==> src/hdl/cpu8_pkg.sv <==
package cpu8_pkg;

    typedef enum logic [5:0] {
        OP_LDA, OP_LDX, OP_LDY, OP_STA, OP_STX, OP_STY, OP_TAX, OP_TAY, OP_TXA, OP_TYA,
        OP_TSX, OP_TXS, OP_PHA, OP_PHP, OP_PLA, OP_PLP, OP_AND, OP_EOR, OP_ORA, OP_BIT,
        OP_ADC, OP_SBC, OP_CMP, OP_CPX, OP_CPY, OP_INC, OP_INX, OP_INY, OP_DEC, OP_DEX,
        OP_DEY, OP_ASL_M, OP_ASL_A, OP_LSR_M, OP_LSR_A, OP_ROL_M, OP_ROL_A, OP_ROR_M,
        OP_ROR_A, OP_JMP, OP_JSR, OP_RTS, OP_BCC, OP_BCS, OP_BEQ, OP_BMI, OP_BNE, OP_BPL,
        OP_BVC, OP_BVS, OP_CLC, OP_CLD, OP_CLI, OP_CLV, OP_SEC, OP_SED, OP_SEI, OP_BRK,
        OP_NOP, OP_RTI
    } op_t;

    localparam int FL_C = 0;
    localparam int FL_Z = 1;
    localparam int FL_I = 2;
    localparam int FL_D = 3;
    localparam int FL_B = 4;
    localparam int FL_U = 5;
    localparam int FL_V = 6;
    localparam int FL_N = 7;

    localparam logic [7:0]  FLAGS_RESET  = 8'h24;
    localparam logic [7:0]  SP_RESET     = 8'hFF;
    localparam logic [7:0]  PUSH_BU      = 8'b0011_0000;
    localparam logic [7:0]  STACK_PAGE   = 8'h01;
    localparam int          MAX_WRITES   = 3;

    typedef struct packed {
        logic [5:0]  mode;
        logic [7:0]  operand;
        logic [15:0] effective_address;
        logic [15:0] next_pc;
        logic [7:0]  stack_byte_one;
        logic [7:0]  stack_byte_two;
        logic [7:0]  stack_byte_three;
    } item_t;

    typedef struct packed {
        logic [7:0] a;
        logic [7:0] x;
        logic [7:0] y;
        logic [7:0] sp;
        logic [7:0] flags;
    } regs_t;

    typedef struct packed {
        logic [1:0]                    cnt;
        logic [MAX_WRITES-1:0][15:0]   addr;
        logic [MAX_WRITES-1:0][7:0]    data;
        regs_t                         regs;
        logic [15:0]                   pc;
    } res_t;

endpackage

==> src/hdl/cpu8_ifs.sv <==
interface cpu8_in_if;
    logic        valid;
    logic        ready;
    logic [5:0]  mode;
    logic [7:0]  operand;
    logic [15:0] effective_address;
    logic [15:0] next_pc;
    logic [7:0]  stack_byte_one;
    logic [7:0]  stack_byte_two;
    logic [7:0]  stack_byte_three;

    modport source (output valid, mode, operand, effective_address, next_pc,
                    stack_byte_one, stack_byte_two, stack_byte_three, input ready);
    modport sink (input valid, mode, operand, effective_address, next_pc,
                  stack_byte_one, stack_byte_two, stack_byte_three, output ready);
endinterface

interface cpu8_out_if;
    logic        valid;
    logic        ready;
    logic        write_enable;
    logic [15:0] write_address;
    logic [7:0]  write_data;
    logic        last_result;
    logic [7:0]  accumulator_out;
    logic [7:0]  index_x_out;
    logic [7:0]  index_y_out;
    logic [7:0]  stack_pointer_out;
    logic [7:0]  flags_out;
    logic [15:0] new_pc;

    modport source (output valid, write_enable, write_address, write_data, last_result,
                    accumulator_out, index_x_out, index_y_out, stack_pointer_out,
                    flags_out, new_pc, input ready);
    modport sink (input valid, write_enable, write_address, write_data, last_result,
                  accumulator_out, index_x_out, index_y_out, stack_pointer_out,
                  flags_out, new_pc, output ready);
endinterface

==> src/hdl/cpu8_alu.sv <==
module cpu8_alu
(
    input  cpu8_pkg::item_t item,
    input  cpu8_pkg::regs_t regs,
    output cpu8_pkg::res_t  res
);

    logic [7:0]  m;
    logic [7:0]  a;
    logic [7:0]  x;
    logic [7:0]  y;
    logic [7:0]  sp;
    logic [7:0]  f;
    logic [15:0] pc;
    logic [15:0] ret;
    logic        take;
    logic        nz_en;
    logic [7:0]  nz_val;
    logic [8:0]  sum;
    logic [7:0]  addend;
    logic [7:0]  cmp_src;
    logic [8:0]  diff;
    logic [7:0]  sh_src;
    logic [7:0]  sh_res;
    logic        sh_cout;
    logic        cin;

    assign m       = item.operand;
    assign cin     = regs.flags[cpu8_pkg::FL_C];
    assign addend  = (cpu8_pkg::op_t'(item.mode) == cpu8_pkg::OP_SBC) ? ~m : m;
    assign sum     = {1'b0, regs.a} + {1'b0, addend} + {8'd0, cin};
    assign ret     = item.next_pc - 16'd1;

    always_comb
    begin
        case (cpu8_pkg::op_t'(item.mode))
            cpu8_pkg::OP_CPX: cmp_src = regs.x;
            cpu8_pkg::OP_CPY: cmp_src = regs.y;
            default:          cmp_src = regs.a;
        endcase
    end
    assign diff = {1'b0, cmp_src} - {1'b0, m};

    always_comb
    begin
        sh_src  = m;
        sh_res  = {m[6:0], 1'b0};
        sh_cout = m[7];
        case (cpu8_pkg::op_t'(item.mode))
            cpu8_pkg::OP_ASL_A, cpu8_pkg::OP_LSR_A, cpu8_pkg::OP_ROL_A,
            cpu8_pkg::OP_ROR_A: sh_src = regs.a;
            default:            sh_src = m;
        endcase
        case (cpu8_pkg::op_t'(item.mode))
            cpu8_pkg::OP_LSR_M, cpu8_pkg::OP_LSR_A:
            begin
                sh_res  = {1'b0, sh_src[7:1]};
                sh_cout = sh_src[0];
            end
            cpu8_pkg::OP_ROL_M, cpu8_pkg::OP_ROL_A:
            begin
                sh_res  = {sh_src[6:0], cin};
                sh_cout = sh_src[7];
            end
            cpu8_pkg::OP_ROR_M, cpu8_pkg::OP_ROR_A:
            begin
                sh_res  = {cin, sh_src[7:1]};
                sh_cout = sh_src[0];
            end
            default:
            begin
                sh_res  = {sh_src[6:0], 1'b0};
                sh_cout = sh_src[7];
            end
        endcase
    end

    always_comb
    begin
        a      = regs.a;
        x      = regs.x;
        y      = regs.y;
        sp     = regs.sp;
        f      = regs.flags;
        pc     = item.next_pc;
        take   = 1'b0;
        nz_en  = 1'b0;
        nz_val = 8'd0;
        res.cnt  = 2'd0;
        res.addr = '0;
        res.data = '0;
        case (cpu8_pkg::op_t'(item.mode))
            cpu8_pkg::OP_LDA: begin a = m; nz_en = 1'b1; nz_val = m; end
            cpu8_pkg::OP_LDX: begin x = m; nz_en = 1'b1; nz_val = m; end
            cpu8_pkg::OP_LDY: begin y = m; nz_en = 1'b1; nz_val = m; end
            cpu8_pkg::OP_STA:
            begin
                res.cnt = 2'd1; res.addr[0] = item.effective_address; res.data[0] = regs.a;
            end
            cpu8_pkg::OP_STX:
            begin
                res.cnt = 2'd1; res.addr[0] = item.effective_address; res.data[0] = regs.x;
            end
            cpu8_pkg::OP_STY:
            begin
                res.cnt = 2'd1; res.addr[0] = item.effective_address; res.data[0] = regs.y;
            end
            cpu8_pkg::OP_TAX: begin x = regs.a; nz_en = 1'b1; nz_val = regs.a; end
            cpu8_pkg::OP_TAY: begin y = regs.a; nz_en = 1'b1; nz_val = regs.a; end
            cpu8_pkg::OP_TXA: begin a = regs.x; nz_en = 1'b1; nz_val = regs.x; end
            cpu8_pkg::OP_TYA: begin a = regs.y; nz_en = 1'b1; nz_val = regs.y; end
            cpu8_pkg::OP_TSX: begin x = regs.sp; nz_en = 1'b1; nz_val = regs.sp; end
            cpu8_pkg::OP_TXS: sp = regs.x;
            cpu8_pkg::OP_PHA:
            begin
                res.cnt = 2'd1;
                res.addr[0] = {cpu8_pkg::STACK_PAGE, regs.sp};
                res.data[0] = regs.a;
                sp = regs.sp - 8'd1;
            end
            cpu8_pkg::OP_PHP:
            begin
                res.cnt = 2'd1;
                res.addr[0] = {cpu8_pkg::STACK_PAGE, regs.sp};
                res.data[0] = regs.flags | cpu8_pkg::PUSH_BU;
                sp = regs.sp - 8'd1;
            end
            cpu8_pkg::OP_PLA:
            begin
                sp = regs.sp + 8'd1; a = item.stack_byte_one;
                nz_en = 1'b1; nz_val = item.stack_byte_one;
            end
            cpu8_pkg::OP_PLP:
            begin
                sp = regs.sp + 8'd1;
                f = item.stack_byte_one;
                f[cpu8_pkg::FL_B] = 1'b0;
                f[cpu8_pkg::FL_U] = 1'b1;
            end
            cpu8_pkg::OP_AND: begin a = regs.a & m; nz_en = 1'b1; nz_val = regs.a & m; end
            cpu8_pkg::OP_EOR: begin a = regs.a ^ m; nz_en = 1'b1; nz_val = regs.a ^ m; end
            cpu8_pkg::OP_ORA: begin a = regs.a | m; nz_en = 1'b1; nz_val = regs.a | m; end
            cpu8_pkg::OP_BIT:
            begin
                f[cpu8_pkg::FL_Z] = ((regs.a & m) == 8'd0);
                f[cpu8_pkg::FL_V] = m[6];
                f[cpu8_pkg::FL_N] = m[7];
            end
            cpu8_pkg::OP_ADC, cpu8_pkg::OP_SBC:
            begin
                a = sum[7:0];
                f[cpu8_pkg::FL_C] = sum[8];
                f[cpu8_pkg::FL_V] = ~(regs.a[7] ^ addend[7]) & (regs.a[7] ^ sum[7]);
                nz_en = 1'b1; nz_val = sum[7:0];
            end
            cpu8_pkg::OP_CMP, cpu8_pkg::OP_CPX, cpu8_pkg::OP_CPY:
            begin
                f[cpu8_pkg::FL_C] = ~diff[8];
                nz_en = 1'b1; nz_val = diff[7:0];
            end
            cpu8_pkg::OP_INC:
            begin
                res.cnt = 2'd1; res.addr[0] = item.effective_address;
                res.data[0] = m + 8'd1;
                nz_en = 1'b1; nz_val = m + 8'd1;
            end
            cpu8_pkg::OP_DEC:
            begin
                res.cnt = 2'd1; res.addr[0] = item.effective_address;
                res.data[0] = m - 8'd1;
                nz_en = 1'b1; nz_val = m - 8'd1;
            end
            cpu8_pkg::OP_INX: begin x = regs.x + 8'd1; nz_en = 1'b1; nz_val = regs.x + 8'd1; end
            cpu8_pkg::OP_INY: begin y = regs.y + 8'd1; nz_en = 1'b1; nz_val = regs.y + 8'd1; end
            cpu8_pkg::OP_DEX: begin x = regs.x - 8'd1; nz_en = 1'b1; nz_val = regs.x - 8'd1; end
            cpu8_pkg::OP_DEY: begin y = regs.y - 8'd1; nz_en = 1'b1; nz_val = regs.y - 8'd1; end
            cpu8_pkg::OP_ASL_M, cpu8_pkg::OP_LSR_M, cpu8_pkg::OP_ROL_M, cpu8_pkg::OP_ROR_M:
            begin
                res.cnt = 2'd1; res.addr[0] = item.effective_address; res.data[0] = sh_res;
                f[cpu8_pkg::FL_C] = sh_cout;
                nz_en = 1'b1; nz_val = sh_res;
            end
            cpu8_pkg::OP_ASL_A, cpu8_pkg::OP_LSR_A, cpu8_pkg::OP_ROL_A, cpu8_pkg::OP_ROR_A:
            begin
                a = sh_res;
                f[cpu8_pkg::FL_C] = sh_cout;
                nz_en = 1'b1; nz_val = sh_res;
            end
            cpu8_pkg::OP_JMP: pc = item.effective_address;
            cpu8_pkg::OP_JSR:
            begin
                res.cnt = 2'd2;
                res.addr[0] = {cpu8_pkg::STACK_PAGE, regs.sp};
                res.data[0] = ret[15:8];
                res.addr[1] = {cpu8_pkg::STACK_PAGE, regs.sp - 8'd1};
                res.data[1] = ret[7:0];
                sp = regs.sp - 8'd2;
                pc = item.effective_address;
            end
            cpu8_pkg::OP_RTS:
            begin
                sp = regs.sp + 8'd2;
                pc = {item.stack_byte_two, item.stack_byte_one} + 16'd1;
            end
            cpu8_pkg::OP_BCC: take = ~regs.flags[cpu8_pkg::FL_C];
            cpu8_pkg::OP_BCS: take = regs.flags[cpu8_pkg::FL_C];
            cpu8_pkg::OP_BEQ: take = regs.flags[cpu8_pkg::FL_Z];
            cpu8_pkg::OP_BMI: take = regs.flags[cpu8_pkg::FL_N];
            cpu8_pkg::OP_BNE: take = ~regs.flags[cpu8_pkg::FL_Z];
            cpu8_pkg::OP_BPL: take = ~regs.flags[cpu8_pkg::FL_N];
            cpu8_pkg::OP_BVC: take = ~regs.flags[cpu8_pkg::FL_V];
            cpu8_pkg::OP_BVS: take = regs.flags[cpu8_pkg::FL_V];
            cpu8_pkg::OP_CLC: f[cpu8_pkg::FL_C] = 1'b0;
            cpu8_pkg::OP_CLD: f[cpu8_pkg::FL_D] = 1'b0;
            cpu8_pkg::OP_CLI: f[cpu8_pkg::FL_I] = 1'b0;
            cpu8_pkg::OP_CLV: f[cpu8_pkg::FL_V] = 1'b0;
            cpu8_pkg::OP_SEC: f[cpu8_pkg::FL_C] = 1'b1;
            cpu8_pkg::OP_SED: f[cpu8_pkg::FL_D] = 1'b1;
            cpu8_pkg::OP_SEI: f[cpu8_pkg::FL_I] = 1'b1;
            cpu8_pkg::OP_BRK:
            begin
                res.cnt = 2'd3;
                res.addr[0] = {cpu8_pkg::STACK_PAGE, regs.sp};
                res.data[0] = item.next_pc[15:8];
                res.addr[1] = {cpu8_pkg::STACK_PAGE, regs.sp - 8'd1};
                res.data[1] = item.next_pc[7:0];
                res.addr[2] = {cpu8_pkg::STACK_PAGE, regs.sp - 8'd2};
                res.data[2] = regs.flags | cpu8_pkg::PUSH_BU;
                sp = regs.sp - 8'd3;
                f[cpu8_pkg::FL_I] = 1'b1;
                pc = item.effective_address;
            end
            cpu8_pkg::OP_RTI:
            begin
                sp = regs.sp + 8'd3;
                f = item.stack_byte_one;
                f[cpu8_pkg::FL_B] = 1'b0;
                f[cpu8_pkg::FL_U] = 1'b1;
                pc = {item.stack_byte_three, item.stack_byte_two};
            end
            default: ;
        endcase
        if (nz_en)
        begin
            f[cpu8_pkg::FL_Z] = (nz_val == 8'd0);
            f[cpu8_pkg::FL_N] = nz_val[7];
        end
        if (take)
        begin
            pc = item.next_pc + {{8{m[7]}}, m};
        end
        res.regs.a     = a;
        res.regs.x     = x;
        res.regs.y     = y;
        res.regs.sp    = sp;
        res.regs.flags = f;
        res.pc         = pc;
    end

endmodule

==> src/hdl/cpu8_result_buf.sv <==
module cpu8_result_buf
(
    input  logic              clk,
    input  logic              rst_n,
    input  logic              load,
    input  cpu8_pkg::res_t    load_res,
    output logic              free,
    cpu8_out_if.source        res_ch
);

    logic           valid_reg;
    logic           valid_next;
    logic [1:0]     idx_reg;
    logic [1:0]     idx_next;
    cpu8_pkg::res_t res_reg;
    logic           last;
    logic           has_wr;

    assign has_wr = (res_reg.cnt != 2'd0);
    assign last   = has_wr ? (idx_reg == res_reg.cnt - 2'd1) : 1'b1;
    assign free   = ~valid_reg | (res_ch.ready & last);

    always_comb
    begin
        valid_next = valid_reg;
        idx_next   = idx_reg;
        if (load)
        begin
            valid_next = 1'b1;
            idx_next   = 2'd0;
        end
        else if (valid_reg && res_ch.ready)
        begin
            if (last)
            begin
                valid_next = 1'b0;
            end
            else
            begin
                idx_next = idx_reg + 2'd1;
            end
        end
    end

    always_ff @(posedge clk or negedge rst_n)
    begin
        if (!rst_n)
        begin
            valid_reg <= 1'b0;
            idx_reg   <= 2'd0;
        end
        else
        begin
            valid_reg <= valid_next;
            idx_reg   <= idx_next;
        end
    end

    always_ff @(posedge clk)
    begin
        if (load)
        begin
            res_reg <= load_res;
        end
    end

    assign res_ch.valid             = valid_reg;
    assign res_ch.write_enable      = has_wr;
    assign res_ch.write_address     = has_wr ? res_reg.addr[idx_reg] : 16'd0;
    assign res_ch.write_data        = has_wr ? res_reg.data[idx_reg] : 8'd0;
    assign res_ch.last_result       = last;
    assign res_ch.accumulator_out   = res_reg.regs.a;
    assign res_ch.index_x_out       = res_reg.regs.x;
    assign res_ch.index_y_out       = res_reg.regs.y;
    assign res_ch.stack_pointer_out = res_reg.regs.sp;
    assign res_ch.flags_out         = res_reg.regs.flags;
    assign res_ch.new_pc            = res_reg.pc;

endmodule

==> src/hdl/cpu8_execute_unit_top.sv <==
// cpu_8bit_execute_unit: execute stage of a small 8-bit processor.
//
// cmd carries one decoded operation per item with its operand, effective
// address, following PC and the three stack bytes above SP. res carries the
// results: one item for an operation without memory writes, otherwise one
// item per write in bus order (up to three, for BRK). Every result item
// shows A, X, Y, SP, status and the next PC as they stand after the
// operation; last_result marks the final item of an operation.
//
// An item is latched into an input register, executed combinationally into
// a result register, and shown on res straight from that register. One
// operation enters per cycle while each leaves one result and res does not
// stall; an operation with n writes holds the result register until all n
// of its items are taken, which sets the rate.
//
// Reset clears A, X, Y, loads SP with 0xFF and status with 0x24, and empties
// both registers. When res stalls, the result register holds, the input
// register fills, and cmd.ready drops.
module cpu_8bit_execute_unit
(
    input  logic        clk,
    input  logic        rst_n,
    cpu8_in_if.sink     cmd,
    cpu8_out_if.source  res
);

    logic            in_valid_reg;
    logic            in_valid_next;
    cpu8_pkg::item_t in_reg;
    cpu8_pkg::regs_t regs_reg;
    cpu8_pkg::res_t  alu_res;
    logic            out_free;
    logic            exec;
    logic            take_in;

    assign exec     = in_valid_reg & out_free;
    assign cmd.ready = ~in_valid_reg | out_free;
    assign take_in  = cmd.valid & cmd.ready;

    always_comb
    begin
        in_valid_next = in_valid_reg;
        if (take_in)
        begin
            in_valid_next = 1'b1;
        end
        else if (exec)
        begin
            in_valid_next = 1'b0;
        end
    end

    always_ff @(posedge clk or negedge rst_n)
    begin
        if (!rst_n)
        begin
            in_valid_reg   <= 1'b0;
            regs_reg.a     <= 8'd0;
            regs_reg.x     <= 8'd0;
            regs_reg.y     <= 8'd0;
            regs_reg.sp    <= cpu8_pkg::SP_RESET;
            regs_reg.flags <= cpu8_pkg::FLAGS_RESET;
        end
        else
        begin
            in_valid_reg <= in_valid_next;
            if (exec)
            begin
                regs_reg <= alu_res.regs;
            end
        end
    end

    always_ff @(posedge clk)
    begin
        if (take_in)
        begin
            in_reg.mode              <= cmd.mode;
            in_reg.operand           <= cmd.operand;
            in_reg.effective_address <= cmd.effective_address;
            in_reg.next_pc           <= cmd.next_pc;
            in_reg.stack_byte_one    <= cmd.stack_byte_one;
            in_reg.stack_byte_two    <= cmd.stack_byte_two;
            in_reg.stack_byte_three  <= cmd.stack_byte_three;
        end
    end

    cpu8_alu u_alu
    (
        .item (in_reg),
        .regs (regs_reg),
        .res  (alu_res)
    );

    cpu8_result_buf u_res
    (
        .clk      (clk),
        .rst_n    (rst_n),
        .load     (exec),
        .load_res (alu_res),
        .free     (out_free),
        .res_ch   (res)
    );

    a_nowr_last: assert property (@(posedge clk) disable iff (!rst_n)
        res.valid && !res.write_enable |-> res.last_result)
        else $error("result without write not last");

    a_hold_input: assert property (@(posedge clk) disable iff (!rst_n)
        in_valid_reg && !exec |=> in_valid_reg)
        else $error("pending item lost");

    a_flag_u: assert property (@(posedge clk) disable iff (!rst_n)
        res.valid |-> res.flags_out[cpu8_pkg::FL_U])
        else $error("status bit five clear");

    a_no_exec_busy: assert property (@(posedge clk) disable iff (!rst_n)
        res.valid && !res.ready |-> !exec)
        else $error("result overwritten while stalled");

endmodule
==> src/flat_wrapper.sv <==
// flat-port wrapper written by rule: the top's interface ports become plain ports
module cpu_8bit_execute_unit_flat 
  (clk, rst_n, cmd_valid, cmd_mode, cmd_operand, cmd_effective_address, cmd_next_pc, cmd_stack_byte_one, cmd_stack_byte_two, cmd_stack_byte_three, cmd_ready, res_valid, res_write_enable, res_write_address, res_write_data, res_last_result, res_accumulator_out, res_index_x_out, res_index_y_out, res_stack_pointer_out, res_flags_out, res_new_pc, res_ready);
  cpu8_in_if cmd_i ();
  cpu8_out_if res_i ();
  input  logic clk;
  input  logic rst_n;
  input wire logic [$bits(cmd_i.valid)-1:0] cmd_valid;
  input wire logic [$bits(cmd_i.mode)-1:0] cmd_mode;
  input wire logic [$bits(cmd_i.operand)-1:0] cmd_operand;
  input wire logic [$bits(cmd_i.effective_address)-1:0] cmd_effective_address;
  input wire logic [$bits(cmd_i.next_pc)-1:0] cmd_next_pc;
  input wire logic [$bits(cmd_i.stack_byte_one)-1:0] cmd_stack_byte_one;
  input wire logic [$bits(cmd_i.stack_byte_two)-1:0] cmd_stack_byte_two;
  input wire logic [$bits(cmd_i.stack_byte_three)-1:0] cmd_stack_byte_three;
  output wire logic [$bits(cmd_i.ready)-1:0] cmd_ready;
  output wire logic [$bits(res_i.valid)-1:0] res_valid;
  output wire logic [$bits(res_i.write_enable)-1:0] res_write_enable;
  output wire logic [$bits(res_i.write_address)-1:0] res_write_address;
  output wire logic [$bits(res_i.write_data)-1:0] res_write_data;
  output wire logic [$bits(res_i.last_result)-1:0] res_last_result;
  output wire logic [$bits(res_i.accumulator_out)-1:0] res_accumulator_out;
  output wire logic [$bits(res_i.index_x_out)-1:0] res_index_x_out;
  output wire logic [$bits(res_i.index_y_out)-1:0] res_index_y_out;
  output wire logic [$bits(res_i.stack_pointer_out)-1:0] res_stack_pointer_out;
  output wire logic [$bits(res_i.flags_out)-1:0] res_flags_out;
  output wire logic [$bits(res_i.new_pc)-1:0] res_new_pc;
  input wire logic [$bits(res_i.ready)-1:0] res_ready;
  assign cmd_i.valid = cmd_valid;
  assign cmd_i.mode = cmd_mode;
  assign cmd_i.operand = cmd_operand;
  assign cmd_i.effective_address = cmd_effective_address;
  assign cmd_i.next_pc = cmd_next_pc;
  assign cmd_i.stack_byte_one = cmd_stack_byte_one;
  assign cmd_i.stack_byte_two = cmd_stack_byte_two;
  assign cmd_i.stack_byte_three = cmd_stack_byte_three;
  assign cmd_ready = cmd_i.ready;
  assign res_valid = res_i.valid;
  assign res_write_enable = res_i.write_enable;
  assign res_write_address = res_i.write_address;
  assign res_write_data = res_i.write_data;
  assign res_last_result = res_i.last_result;
  assign res_accumulator_out = res_i.accumulator_out;
  assign res_index_x_out = res_i.index_x_out;
  assign res_index_y_out = res_i.index_y_out;
  assign res_stack_pointer_out = res_i.stack_pointer_out;
  assign res_flags_out = res_i.flags_out;
  assign res_new_pc = res_i.new_pc;
  assign res_i.ready = res_ready;
  cpu_8bit_execute_unit u_core (.clk(clk), .rst_n(rst_n), .cmd(cmd_i), .res(res_i));
endmodule
==> config.mk <==
export PLATFORM = sky130hd
export DESIGN_NAME = cpu_8bit_execute_unit_flat
export DESIGN_NICKNAME = d
export VERILOG_FILES = /design/src/hdl/cpu8_pkg.sv /design/src/hdl/cpu8_ifs.sv /design/src/hdl/cpu8_alu.sv /design/src/hdl/cpu8_result_buf.sv /design/src/hdl/cpu8_execute_unit_top.sv /design/src/flat_wrapper.sv
export SDC_FILE = /design/constraint.sdc
export NUM_CORES = 1
export LEC_CHECK = 0
export BUFFER_PORTS_ARGS = -buffer_cell sky130_fd_sc_hd__buf_2
export CORE_MARGIN = 10
export CORE_UTILIZATION = 35
export DETAILED_ROUTE_END_ITERATION = 10
export SLEW_MARGIN = 10
export SYNTH_ARGS = -nofsm -noshare
export SYNTH_HDL_FRONTEND = slang
export SYNTH_HIERARCHICAL = 1
export SYNTH_SLANG_ARGS = --single-unit
==> constraint.sdc <==
create_clock -name clk -period 5.4 [get_ports clk]
set_input_delay 0.81 -clock clk [delete_from_list [all_inputs] [get_ports clk]]
set_output_delay 0.81 -clock clk [all_outputs]
set_load 0.1 [all_outputs]
==> metrics.cfg, run 1 <==
[sta]
final.setup_skew_ps = 20.6
slew_viol_final = 0
fmax_ghz = 0.208
setup_viol_count_final = 0
setup_tns_ps = 0
slew-limit-headroom_pct = 18.3
tightest_slew_ps = 1220
rsz0062_at_grt = false
period_share_pct = 89.0
setup_slack_ps = 592
hold_viol = 0
min_period_ps = 4810

[setup_path]
path_cells = or2_2, nor3_1, buf_4, nor2_1, a21oi_1, ha_1, inv_1, fa_1, xnor2_1, nand3b_1, a2111oi_0, nand3_1, nor4_1, nand4_1, o21ai_0, mux2_4
ff2ff_path_depth = 16
cp_num_buf_inv = 2
rrSetupSlack_ps = 590
r2r_start = u_core/in_reg[64]$_DFFE_PP_
r2r-end = u_core/regs_reg[1]$_DFFE_PN0P_
path_class = reg -> reg
cp-start-kind = register
cp_top_family = simple AND/OR/NAND/NOR gates
max_stage_delay_ps = 740
required_ps = 5910
cp_slowest_cell = edfxtp_1
worstPathArrival_ps = 5320
crit_fanout = 23
cp-end-kind = register

[route]
finalWirelength_um = 62100
wl_per_cell_um = 26.3
drtPass1Iterations = 6
antenna_left = 0
avgViaCountPerCell = 6.01
vias = 14218
first_iter_violations = 1643
drc_errors = 0

[global_routing]
grt_usage_pct = 21.0
grt_max_degree = 72
grt_pass1_wl_um = 91000
grt_overflow_total = 0
antenna_found_initial = 1
grt_pass1_vias = 13713

[logic_synthesis]
synthMuxAreaShare_pct = 6.66
syn_area_sq_um = 16700
async_reset_ff_share_pct = 18.0
ys_seq_elements = 244
yosysWarnings = 6
synth-compound-area-share_pct = 17.7
ys.flop_type = edfxtp_1
synth-simple-area-share_pct = 15.7
synth_cells = 1669
synth_top_family_by_area = compound AO/OA/AOI/OAI gates
synth_xor_area_share_pct = 4.35
synth_cell_types = 88
avgSynthCellArea_sq_um = 10.0
synth_edf_count = 200
synth_seq_area_share_pct = 42.5
synthAdderAreaFrac_pct = 5.53

[floorplan]
pin_count = 158
num_rows = 80
core_sq_um = 47500
start_util_pct = 35.2
die_h_um = 239
die_area_sq_um = 57000
die_x_um = 239

[power]
p_leak_nw = 7.23
peakVddDrop_mv = 0.435
power_w = 0.0130
cellPowerDensity_nw_per_um2 = 699

[placed_design]
dp_hpwl_um = 45400
place_congestion = 0.996
pre_cts_ws_ps = 665
port_buffers = 157
place_area_sq_um = 17600

[clocking]
cts-buffers-inserted = 29
cts-root-buf = clkbuf_16
htreeDepth = 1
clk_path_buf_depth = 3
cts_resized = 0
cts_hold_buffers = 0
cts_tree = built
post_cts_buffers = 0
path_clk_slew_ps = 70
clkSinkCount = 244
clk_latency_ps = 580

[layout]
regArea_sq_um = 7120
fin_nets = 1872
multi_input_area_sq_um = 8430
largest_register_ffs = 74
fillers = 4683
area_growth_pct = 11.0
drive_gt1_share_pct = 20.1
diodes = 0
design_area_sq_um = 18600

[run]
cap_violations = 0

[worst_hold_path]
hp-class = in -> async

[status]
status = complete, no violations

synthesized netlist by cell type, types with 40 or more instances:
master	instances	area, sq um
buf_4	73	548
nand2_1	165	619
nor2_1	101	379
clkbuf_1	80	300
nor3_1	43	215
ha_1	66	826
xnor2_1	52	455
inv_1	54	203
a21oi_1	85	425
o21ai_0	82	410
edfxtp_1	200	6010
a22oi_1	40	300
cell families (layout without fill, tap and decap cells):
logic type	after synthesis	count (layout)
adder cells (fa/ha/maj)	71	71
AO/OA/AOI/OAI	426	426
flip-flops	244	244
other	1	14
XOR/XNOR	81	81
buffers and inverters	237	305
multiplexers	83	83
AND/OR/NAND/NOR	526	526
placed cells by master (no fill, tap or decap), types with 38 or more instances in the layout:
cell type / n
edfxtp_1: 200
nand2_1: 165
buf_2: 157
nor2_1: 101
a21oi_1: 85
o21ai_0: 82
ha_1: 66
inv_1: 53
xnor2_1: 52
nor3_1: 41
a22oi_1: 40
mux2_4: 39
nand3_1: 39
buf_4: 38
worst reg2reg max path: cells and delay by family (launching register included):
kind / cells / cell delay [ps]
muxes: 1 / 200
xor gates and xnor gates: 1 / 160
AOI/OAI and AO/OA: 3 / 1040
adders and majority gates: 2 / 590
and+or+nand+nor: 7 / 1770
DFF: 1 / 740
buffers and inverters: 2 / 250
worst max path at each step:
stage,start,endpoint,slack [ps],cells past startpoint
after global routing,u_core/in_reg[67]$_DFFE_PP_,u_core/regs_reg[1]$_DFFE_PN0P_,240,16
after detailed placement,u_core/in_reg[67]$_DFFE_PP_,u_core/regs_reg[1]$_DFFE_PN0P_,660,16
final,u_core/in_reg[64]$_DFFE_PP_,u_core/regs_reg[1]$_DFFE_PN0P_,590,16
after floorplan,u_core/u_res/res_reg[128]$_DFFE_PP_,u_core/in_reg[0]$_DFFE_PP_,420,7
after global placement,u_core/in_reg[67]$_DFFE_PP_,u_core/regs_reg[1]$_DFFE_PN0P_,870,16
after CTS,u_core/in_reg[67]$_DFFE_PP_,u_core/regs_reg[1]$_DFFE_PN0P_,670,16
per-stage QoR:
step,util (%),hold slack (ps),std cells
after detailed placement,37.1,489,2311
after global routing,39.1,383,2365
after floorplan,-,473,1682
after CTS,39.1,362,2365
final,39.1,366,2365
after global placement,37.1,488,2311
layout make-up:
cell class / count / area share (%)
Clock inverter: 17 / 0.869
Tap cell: 615 / 4.14
Multi-Input combinational cell: 1201 / 45.4
Timing Repair Buffer: 196 / 5.87
Inverter: 55 / 1.13
Sequential cell: 244 / 38.3
Clock buffer: 37 / 4.29
power breakdown:
part / switching (W) / leakage, nW / internal [W]
combinational: 0.00520 / 4.29 / 0.00187
sequential: 0.000936 / 2.47 / 0.00301
clock: 0.000811 / 0.472 / 0.00114
layer usage:
metal  GRT usage, %  wire [um]  vias to the layer above
met5              0         13                        -
met4           7.03       1990                        2
met3           3.79       6030                      149
met2           33.6      28300                      834
met1           28.0      25800                     6948
li1               -          -                     6285
No activity file was read; power rests on OpenSTA's default activity.
==> inputs of run 2 (changes only) <==
--- a/config.mk
+++ b/config.mk
@@ -6,9 +6,12 @@
 export NUM_CORES = 1
 export LEC_CHECK = 0
 export BUFFER_PORTS_ARGS = -buffer_cell sky130_fd_sc_hd__buf_2
+export CELL_PAD_IN_SITES_DETAIL_PLACEMENT = 0
+export CELL_PAD_IN_SITES_GLOBAL_PLACEMENT = 1
 export CORE_MARGIN = 10
 export CORE_UTILIZATION = 35
 export DETAILED_ROUTE_END_ITERATION = 10
+export PLACE_DENSITY_LB_ADDON = 0.1
 export SLEW_MARGIN = 10
 export SYNTH_ARGS = -nofsm -noshare
 export SYNTH_HDL_FRONTEND = slang
==> constraint.sdc (replaced) <==
create_clock -name clk -period 5.4 [get_ports clk]
set_input_delay 0.54 -clock clk [delete_from_list [all_inputs] [get_ports clk]]
set_output_delay 0.54 -clock clk [all_outputs]
set_load 0.1 [all_outputs]
==> metrics.cfg, run 2 (same netlist as run 1, synthesis figures left out) <==
[layout]
regArea_sq_um = 7120  ; unchanged
instances_no_fill = 2368  ; +0.13%
final_cell_mix = 200 x edfxtp_1, 165 x nand2_1, 157 x buf_2, 101 x nor2_1, 85 x a21oi_1
drive_gt1_share_pct = 20.4  ; +0.31 points
final_common_cell = edfxtp_1
area_growth_pct = 11.2
multi_input_area_sq_um = 8430  ; about the same
largest_register_ffs = 74  ; unchanged
fillers = 4770  ; +1.9%
fin_nets = 1876  ; +0.21%
diodes = 0  ; unchanged

[floorplan]
start_util_pct = 35.2  ; unchanged
num_rows = 80  ; unchanged
die_x_um = 239  ; unchanged
die_h_um = 239  ; unchanged
pin_count = 158  ; unchanged
core_sq_um = 47500  ; unchanged
die_area_sq_um = 57000  ; unchanged

[setup_path]
cp-end-kind = register
r2r_start = u_core/in_reg[69]$_DFFE_PP_
required_ps = 5910  ; about the same
startpoint = u_core/in_reg[69]$_DFFE_PP_
path_class = reg -> reg
crit_fanout = 8  ; -65%
worstPathArrival_ps = 5230  ; -90 ps
cp-start-kind = register

[clocking]
cts-root-buf = clkbuf_16
post_cts_buffers = 0  ; unchanged
cts_resized = 0  ; unchanged
cts-buffers-inserted = 30  ; +3.4%
clkSinkCount = 244  ; unchanged
htreeDepth = 1  ; unchanged
clk_path_buf_depth = 3  ; unchanged
path_clk_slew_ps = 60  ; about the same
cts_tree = built
cts_hold_buffers = 0  ; unchanged
clk_latency_ps = 590  ; about the same

[placed_design]
place_congestion = 0.946  ; -5.0%
port_buffers = 157  ; unchanged
dpl.cell_count = 2314  ; +0.13%
dp_hpwl_um = 46600  ; +2.7%

[sta]
slew_viol_final = 0  ; unchanged
tightest_slew_ps = 1150  ; -70.8 ps
period_share_pct = 87.4  ; -1.6 points
final.setup_skew_ps = 29.3  ; +8.73 ps
min_period_ps = 4720  ; -87.2 ps
setup_tns_ps = 0  ; unchanged
setup_viol_count_final = 0  ; unchanged
rsz0062_at_grt = false
slew-limit-headroom_pct = 23.1  ; +4.8 points
fmax_ghz = 0.212  ; +1.8%
hold_viol = 0  ; unchanged

[route]
wl_per_cell_um = 27.0  ; +2.9%
avgViaCountPerCell = 5.80  ; -3.5%
vias = 13737  ; -3.4%
first_iter_violations = 1389  ; -15%
drtPass1Iterations = 6  ; unchanged
drc_errors = 0  ; unchanged
finalWirelength_um = 64000  ; +3.0%
antenna_left = 0  ; unchanged

[global_routing]
antenna_found_initial = 0  ; -1
grt_usage_pct = 21.8  ; +0.87 points
grt_pass1_vias = 13518  ; -1.4%
grt_overflow_total = 0  ; unchanged
grt_max_degree = 71  ; -1.4%
grt_pass1_wl_um = 93900  ; +3.2%

[worst_hold_path]
hp-class = in -> async

[power]
p_leak_nw = 7.23  ; about the same
peakVddDrop_mv = 0.490  ; +13%
cellPowerDensity_nw_per_um2 = 697  ; -0.22%

[status]
status = complete, no violations

[run]
cap_violations = 0  ; unchanged

run 2: cell count changes in the layout (fill, tap and decap cells not counted), sizes merged:
cell	delta
buf	+3
bufinv	-2
clkbuf	-1
clkinvlp	+5
inv	-2
run 2: routing by layer:
layer / track usage [%] / part of all wire (%)
met2: 34.2 / 45
met1: 31.0 / 46
met5: 0 / 0
met4: 4.60 / 2.0
met3: 3.72 / 7.0
run 2: path summary, 6_finish.rpt:
| kind | to | slack (ps) | cells after the start |
|---|---|---|---|
| setup / recovery | u_core/regs_reg[1]$_DFFE_PN0P_ | 680 | 15 |
| hold / removal | u_core/u_res/idx_reg[0]$_DFFE_PN0P_ | 60 | 2 |
| setup reg to reg | u_core/regs_reg[1]$_DFFE_PN0P_ | 680 | 15 |
| hold reg to reg | u_core/regs_reg[4]$_DFFE_PN0P_ | 510 | 1 |
| max in group asynchronous | u_core/regs_reg[39]$_DFFE_PN0P_ | 4770 | 2 |
| min in group clk | u_core/in_reg[49]$_DFFE_PP_ | 120 | 1 |
run 2: layout make-up:
| type | instances | area share, % |
|---|---|---|
| Clock inverter | 18 | 0.666 |
| Multi-Input combinational cell | 1201 | 45.3 |
| Inverter | 55 | 1.13 |
| Timing Repair Buffer | 199 | 6.05 |
| Sequential cell | 244 | 38.2 |
| Tap cell | 615 | 4.13 |
| Clock buffer | 36 | 4.49 |
run 2: metrics by stage:
stage | instance area (sq um) | power, W | hold WS (ps) | setup WS, ps | utilization, %
2_1_floorplan | 16800 | 0.00947 | 244 | 416 | -
3_3_place_gp | 17700 | 0.0111 | 488 | 826 | 37.1
3_5_place_dp | 17700 | 0.0111 | 494 | 697 | 37.1
4_1_cts | 18600 | 0.0131 | 99.4 | 689 | 39.1
5_1_grt | 18600 | 0.0136 | 103 | 327 | 39.1
6_report | 18600 | 0.0130 | 63.0 | 679 | 39.1
run 2: where the power goes:
group | switching, W | internal (W)
sequential | 0.000909 | 0.00301
combinational | 0.00521 | 0.00190
clock | 0.000845 | 0.00110
total | 0.00696 | 0.00601
run 2: worst max-delay path, cell delays in order (launching register included):
cell and delay (ps):
edfxtp_1 390, nand2b_1 170, nor3_1 510, nand2_1 420, xnor2_1 260, fa_1 420, fa_1 390, nand2b_1 200
a32o_1 280, a2111oi_0 460, buf_4 210, nand4b_1 90, nor4_1 280, nand4_1 130, o21ai_0 260, mux2_4 190
